--- src/rtl/qte_pkg.sv ---
// Shared types, widths and constants for the quaternion to Euler angle unit.
// Used by every module of the unit; depends on nothing.
`default_nettype none
package qte_pkg;

	localparam int CORDIC_STEPS_DEF = 16;
	localparam int TAB_LEN          = 24;

	// Width of the CORDIC datapath and of its Q.20 angle accumulator.
	localparam int CW = 38;
	localparam int ZW = 24;
	// Width of the vector components handed to the CORDIC units.
	localparam int AW = 34;

	// Pipelined square root: result bits and register depth (input register plus one stage per bit).
	localparam int ISQ_BITS = 29;
	localparam int ISQ_LAT  = ISQ_BITS + 1;
	localparam int ISQ_RW   = 59;

	localparam int FRONT_LAT = 4;

	localparam logic signed [ZW-1:0] HALF_PI_Q20 = 24'sd1647099;
	localparam logic signed [17:0]   PI_Q13      = 18'sd25736;
	localparam logic signed [17:0]   HALF_PI_Q13 = 18'sd12868;
	localparam logic signed [AW-1:0] ONE_Q28     = 34'sd268435456;

	localparam logic [1:0] POLE_NONE  = 2'd0;
	localparam logic [1:0] POLE_NORTH = 2'd1;
	localparam logic [1:0] POLE_SOUTH = 2'd2;

	typedef struct packed {
		logic signed [AW-1:0] yaw_y;
		logic signed [AW-1:0] yaw_x;
		logic signed [AW-1:0] roll_y;
		logic signed [AW-1:0] roll_x;
		logic signed [29:0]   sine;
		logic [1:0]           pole;
	} item_t;

	// atan(2^-i) in Q.20, rounded to nearest.
	function automatic logic signed [ZW-1:0] atan_q20(input int i);
		logic signed [ZW-1:0] r;
		case (i)
			0: r = 24'sd823550;
			1: r = 24'sd486170;
			2: r = 24'sd256879;
			3: r = 24'sd130396;
			4: r = 24'sd65451;
			5: r = 24'sd32757;
			6: r = 24'sd16383;
			7: r = 24'sd8192;
			8: r = 24'sd4096;
			9: r = 24'sd2048;
			10: r = 24'sd1024;
			11: r = 24'sd512;
			12: r = 24'sd256;
			13: r = 24'sd128;
			14: r = 24'sd64;
			15: r = 24'sd32;
			16: r = 24'sd16;
			17: r = 24'sd8;
			18: r = 24'sd4;
			19: r = 24'sd2;
			20: r = 24'sd1;
			default: r = '0;
		endcase
		return r;
	endfunction

endpackage
`default_nettype wire

--- src/rtl/qte_isqrt.sv ---
// Pipelined integer square root, rounded down, of 2^56 minus the input.
// One result bit per stage; depends on qte_pkg.
`default_nettype none
module qte_isqrt (
	input  wire logic                      clk,
	input  wire logic                      en,
	input  wire logic [57:0]               sqsq,
	output logic [qte_pkg::ISQ_BITS-1:0]   root
);
	localparam int RW = qte_pkg::ISQ_RW;
	localparam int NB = qte_pkg::ISQ_BITS;

	logic [RW-1:0] rem_s  [0:NB];
	logic [NB-1:0] root_s [0:NB];

	always_ff @(posedge clk) begin
		if (en) begin
			rem_s[0]  <= RW'((58'(1) << 56) - sqsq);
			root_s[0] <= '0;
		end
	end

	genvar g;
	for (g = 0; g < NB; g++) begin : g_bit
		localparam int K = NB - 1 - g;
		logic [RW-1:0] trial;
		assign trial = (RW'(root_s[g]) << (K + 1)) + (RW'(1) << (2 * K));
		always_ff @(posedge clk) begin
			if (en) begin
				if (rem_s[g] >= trial) begin
					rem_s[g+1]  <= rem_s[g] - trial;
					root_s[g+1] <= root_s[g] | (NB'(1) << K);
				end else begin
					rem_s[g+1]  <= rem_s[g];
					root_s[g+1] <= root_s[g];
				end
			end
		end
	end

	assign root = root_s[NB];
endmodule
`default_nettype wire

--- config.mk ---
export PLATFORM = sky130hd
export DESIGN_NAME = qte_isqrt
export DESIGN_NICKNAME = d
export VERILOG_FILES = /design/src/rtl/qte_pkg.sv /design/src/rtl/qte_isqrt.sv
export SDC_FILE = /design/constraint.sdc
export NUM_CORES = 2
export LEC_CHECK = 0
export BUFFER_PORTS_ARGS = -buffer_cell sky130_fd_sc_hd__clkbuf_2
export CORE_MARGIN = 1
export CORE_UTILIZATION = 50
export DETAILED_ROUTE_END_ITERATION = 8
export GPL_ROUTABILITY_DRIVEN = 1
export GPL_TIMING_DRIVEN = 0
export HOLD_SLACK_MARGIN = 0.08
export PLACE_DENSITY = 0.71
export SLEW_MARGIN = 5
export SYNTH_ARGS = -nofsm -noshare
export SYNTH_HDL_FRONTEND = slang
export SYNTH_SLANG_ARGS = --single-unit
export TNS_END_PERCENT = 30
--- constraint.sdc ---
create_clock -name clk -period 4.7 [get_ports clk]
set_input_delay 0.47 -clock clk [delete_from_list [all_inputs] [get_ports clk]]
set_output_delay 0.47 -clock clk [all_outputs]
set_load 0.005 [all_outputs]
# Word level (Yosys, flattened, before mapping)
# Memories as Yosys holds them, arrays and structs flattened.
# Cells that the tools add are included.
# op_classes
bitwise_logic	58
multipliers	0
muxes	234
shifts	0
div	0
n_reduce_logical	0
n_addsub	59
magnitude_cmp	29
eq_ne	0
# op_table
operator	count
$mux 59	29
$mux 29	29
$mux 1	176
$add 58x57->59 const B	1
$ge 59x31->1	1
$ge 59x32->1	1
$ge 59x33->1	1
$ge 59x34->1	1
$ge 59x35->1	1
$ge 59x36->1	1
$ge 59x37->1	1
$ge 59x38->1	1
$ge 59x39->1	1
$ge 59x40->1	1
$ge 59x41->1	1
$ge 59x42->1	1
$ge 59x43->1	1
$ge 59x44->1	1
$ge 59x45->1	1
$ge 59x46->1	1
$ge 59x47->1	1
$ge 59x48->1	1
$ge 59x49->1	1
$ge 59x50->1	1
other kinds (68)	125
# totals
latch_bits	0
n_memories	2
ff_bits	0
wordCells	382
ram_bits	2640
rom_bits	0
# memory_table
memory	depth	width	rd	rd_clocked_by_memory_dff	write_ports	line_no	text
rem_s	30	59	29	0	30	qte_isqrt.sv:13	logic [RW-1:0] rem_s [0:NB];
root_s	30	29	30	0	30	qte_isqrt.sv:14	logic [NB-1:0] root_s [0:NB];

# Depth between registers and ports, before layout
# An unclocked memory read counts as a cell.
# depth
word_depth	7
depth_mapped	14
ltp_nobuf	11

# Worst setup path before layout
# Ideal clock, no wire load.
# synth_timing
path_type	input to register
start	input en
end	memory rem_s[1][708] (netlist bit), enable pin
arrival_ns	3.907
setup_ns	0.476
stages	5
required_ns	4.224
setup_slack_ns	0.317
n_path_buf	5
path_cell_list	clkbuf_1 -> clkbuf_1 -> clkbuf_1 -> clkbuf_1 -> clkbuf_1
# synth_lines
element	line_no	text
from (decl)	qte_isqrt.sv:6	input wire logic en,
to (decl)	qte_isqrt.sv:13	

==> impl_metrics.ini <==
[outcome]
status = finished clean

[sta]
tightest_slew_ps = 1370
fin_skew_ps = 83.3
fin_crit_sh = 0.986
max_slew_margin = 0.0807
min_period_ps = 4630
setup-tns-final_ps = 0
rsz0062_at_grt = no
finalHoldViolCount = 0
setup_viol = 0
max_freq_ghz = 0.216
drv_slew = 0
layout_setup_ws_ps = 66.1

[logic_synthesis]
netlist_area_sq_um = 104000
ys_types = 84
ys.flop_type = edfxtp_1
synth_nets = 8928
ys_ff_latch = 2146
async_flop_share = 0
yosysWarningCount = 0
seq_area_frac_synth = 0.619
syn_area_per_cell_sq_um = 12.4
netlist_instances = 8405
synth_edf_count = 2146

[placement]
placed_cell_area_sq_um = 108000
gp_congestion = 0.947
io_buffers = 88
dp_hpwl_um = 190000
pre_cts_ws_ps = -1150

[power]
power.density_nw_per_um2 = 457
p_leak_nw = 43.0
irDropWorstVdd_mv = 0.434
power.total_mw = 53.4

[worst_setup_path]
rrSetupSlack_ps = 70
required_ps = 5250
cp_max_fo = 10
r2r_end = rem_s[1][447]
worst_setup_path_end_kind = register
r2r-start = rem_s[1][401]
cp.arrival_ps = 5180
setup.worst_path.class = reg2reg
rr_worst_depth = 8
cp-start-kind = register

[final_layout]
regArea_sq_um = 64400
multi_input_area_sq_um = 36800
design_area_sq_um = 117000
fin_nets = 9347
area_delta_synth_final_pct = 12.3
fillers = 16600
drive_gt1_frac = 0.0697

[clocking]
cts.sinks = 2146
post-cts-setup-buffers = 0
cts_max_level = 4
clk_latency_ps = 890
path_clk_slew_ps = 60
cts_max_path_buffers = 3
root_buffer = clkbuf_16
cts_buffers = 213
cts_tree = yes

[global_routing]
grt.overflow.total = 0
grt_pass1_vias = 66300
grt_antenna_before_repair = 15
grt_pass1_wl_um = 386000
grt_max_degree = 73
groute.usage.overall = 0.237

[floorplanning]
coreArea_sq_um = 207000
die_h_um = 458
start_util = 0.503
dieArea_sq_um = 210000
chipWidth_um = 458
io_pins = 89
core.rowCount = 167

[detailed_routing]
drc_errors = 0
antenna_left = 0
wl_per_cell_um = 21.5
finalWirelength_um = 252000
drt_pass1_iterations = 6
drt_iter0_drc = 6291
via_per_inst = 5.87
vias = 68700

[min_path]
hold_path_class = in2reg
min_from = en
min_path_cells = 2
worst_hold_path.endpoint = rem_s[0][22]

[flow_run]
cap_violations = 0
[metal layers]
layer,track usage,vias up,routed length [um]
met5,0,-,23
met4,0.0725,4,6960
met3,0.0373,429,16300
met2,0.394,2336,121000
met1,0.320,33500,107000
li1,-,32400,-
[logic make-up (layout without fill, tap and decap cells)]
family | after synthesis | after routing | synth area share
compound gates | 1515 | 1515 | 0.0910
xor+xnor | 794 | 794 | 0.0668
fa+ha+maj | 463 | 463 | 0.0557
buf+inv | 764 | 1363 | 0.0277
flops | 2146 | 2146 | 0.619
mux | 70 | 70 | 0.00737
other cells | 0 | 7 | 0
simple gates | 2653 | 2653 | 0.132
[worst max-delay path by stage]
stage	start	end	slack, ps	cells after the start
3_5_place_dp	en	rem_s[0][501]	-1150	7
2_1_floorplan	en	rem_s[1][708]	320	5
3_3_place_gp	en	rem_s[1][721]	-5630	6
4_1_cts	rem_s[1][209]	rem_s[1][273]	40	11
5_1_grt	rem_s[1][401]	rem_s[1][447]	10	8
6_report	rem_s[1][401]	rem_s[1][447]	70	8
[synth_stat cells, types with 61 or more instances]
master    instances  area share
ha_1            463       0.056
clkbuf_1        192      0.0069
nand2b_1         95      0.0057
edfxtp_1       2146        0.62
or4_1            65      0.0047
nor3_1          273       0.013
xnor2_1         413       0.035
nor2_1          444       0.016
nor4_1          336       0.020
xor2_1          381       0.032
o21a_1           71      0.0051
o21ai_0         479       0.023
or3_1           100      0.0060
nand2_1         678       0.024
a31oi_1          61      0.0037
inv_1           559       0.020
nand4_1         139      0.0084
a21oi_1         371       0.018
a21o_1          196       0.014
nand3_1         160      0.0077
[critical path, cell delays in order, from the launching register on]
cell and delay [ps]:
edfxtp_1 460, or4_1 630, or4_1 480, or3_1 370, a211o_1 280, a211oi_1 810
clkbuf_1 470, buf_1 580, o21ai_0 280
[cells in the final DEF (no fill, tap or decap), drive strengths merged, types with 101 or more instances in the layout]
| cell type | count |
|---|---|
| o21ai | 480 |
| nor3 | 273 |
| inv | 563 |
| nand4 | 139 |
| a21oi | 371 |
| clkinv | 101 |
| nor4 | 336 |
| nand2 | 678 |
| xnor2 | 413 |
| nand3 | 160 |
| ha | 463 |
| nor2 | 444 |
| a21o | 196 |
| edfxtp | 2146 |
| xor2 | 381 |
| clkbuf | 523 |
[flip-flops by register name, summed over array words and instances, names as in the netlist]
signal,cells
root_s,435
rem_s,1711
[cell type report]
cell class                 instances  share of cell area
timing repair buffer             204              0.0160
buffer                           205             0.00759
tap                             2704              0.0290
multi-input combinational       5495               0.315
sequential                      2146               0.552
clock buffer                     241              0.0465
inverter                         559              0.0180
antenna                            7            0.000150
clock inverter                   154              0.0165
[where the power goes]
part           internal (mW)  switching [mW]
combinational           4.03            6.07
clock                   10.0            7.57
sequential              24.0            1.78
total                   38.0            15.4
[stage by stage]
step | utilization | hold slack (ps) | cells
detailed placement | 0.524 | 428 | 11200
CTS | 0.564 | 163 | 11700
finish | 0.565 | 205 | 11700
floorplan | - | 417 | 8405
global placement | 0.521 | 428 | 11200
global route | 0.565 | 244 | 11700
[what timing repair did]
action / CTS / global route
endpoints found under the hold margin: 74 / 0
hold buffers: 95 / 0
endpoints found under the setup margin: 476 / 99
resized for setup: 1 / 12
pin swaps: 0 / 0
Note: power is estimated with default switching activity, not from simulation.
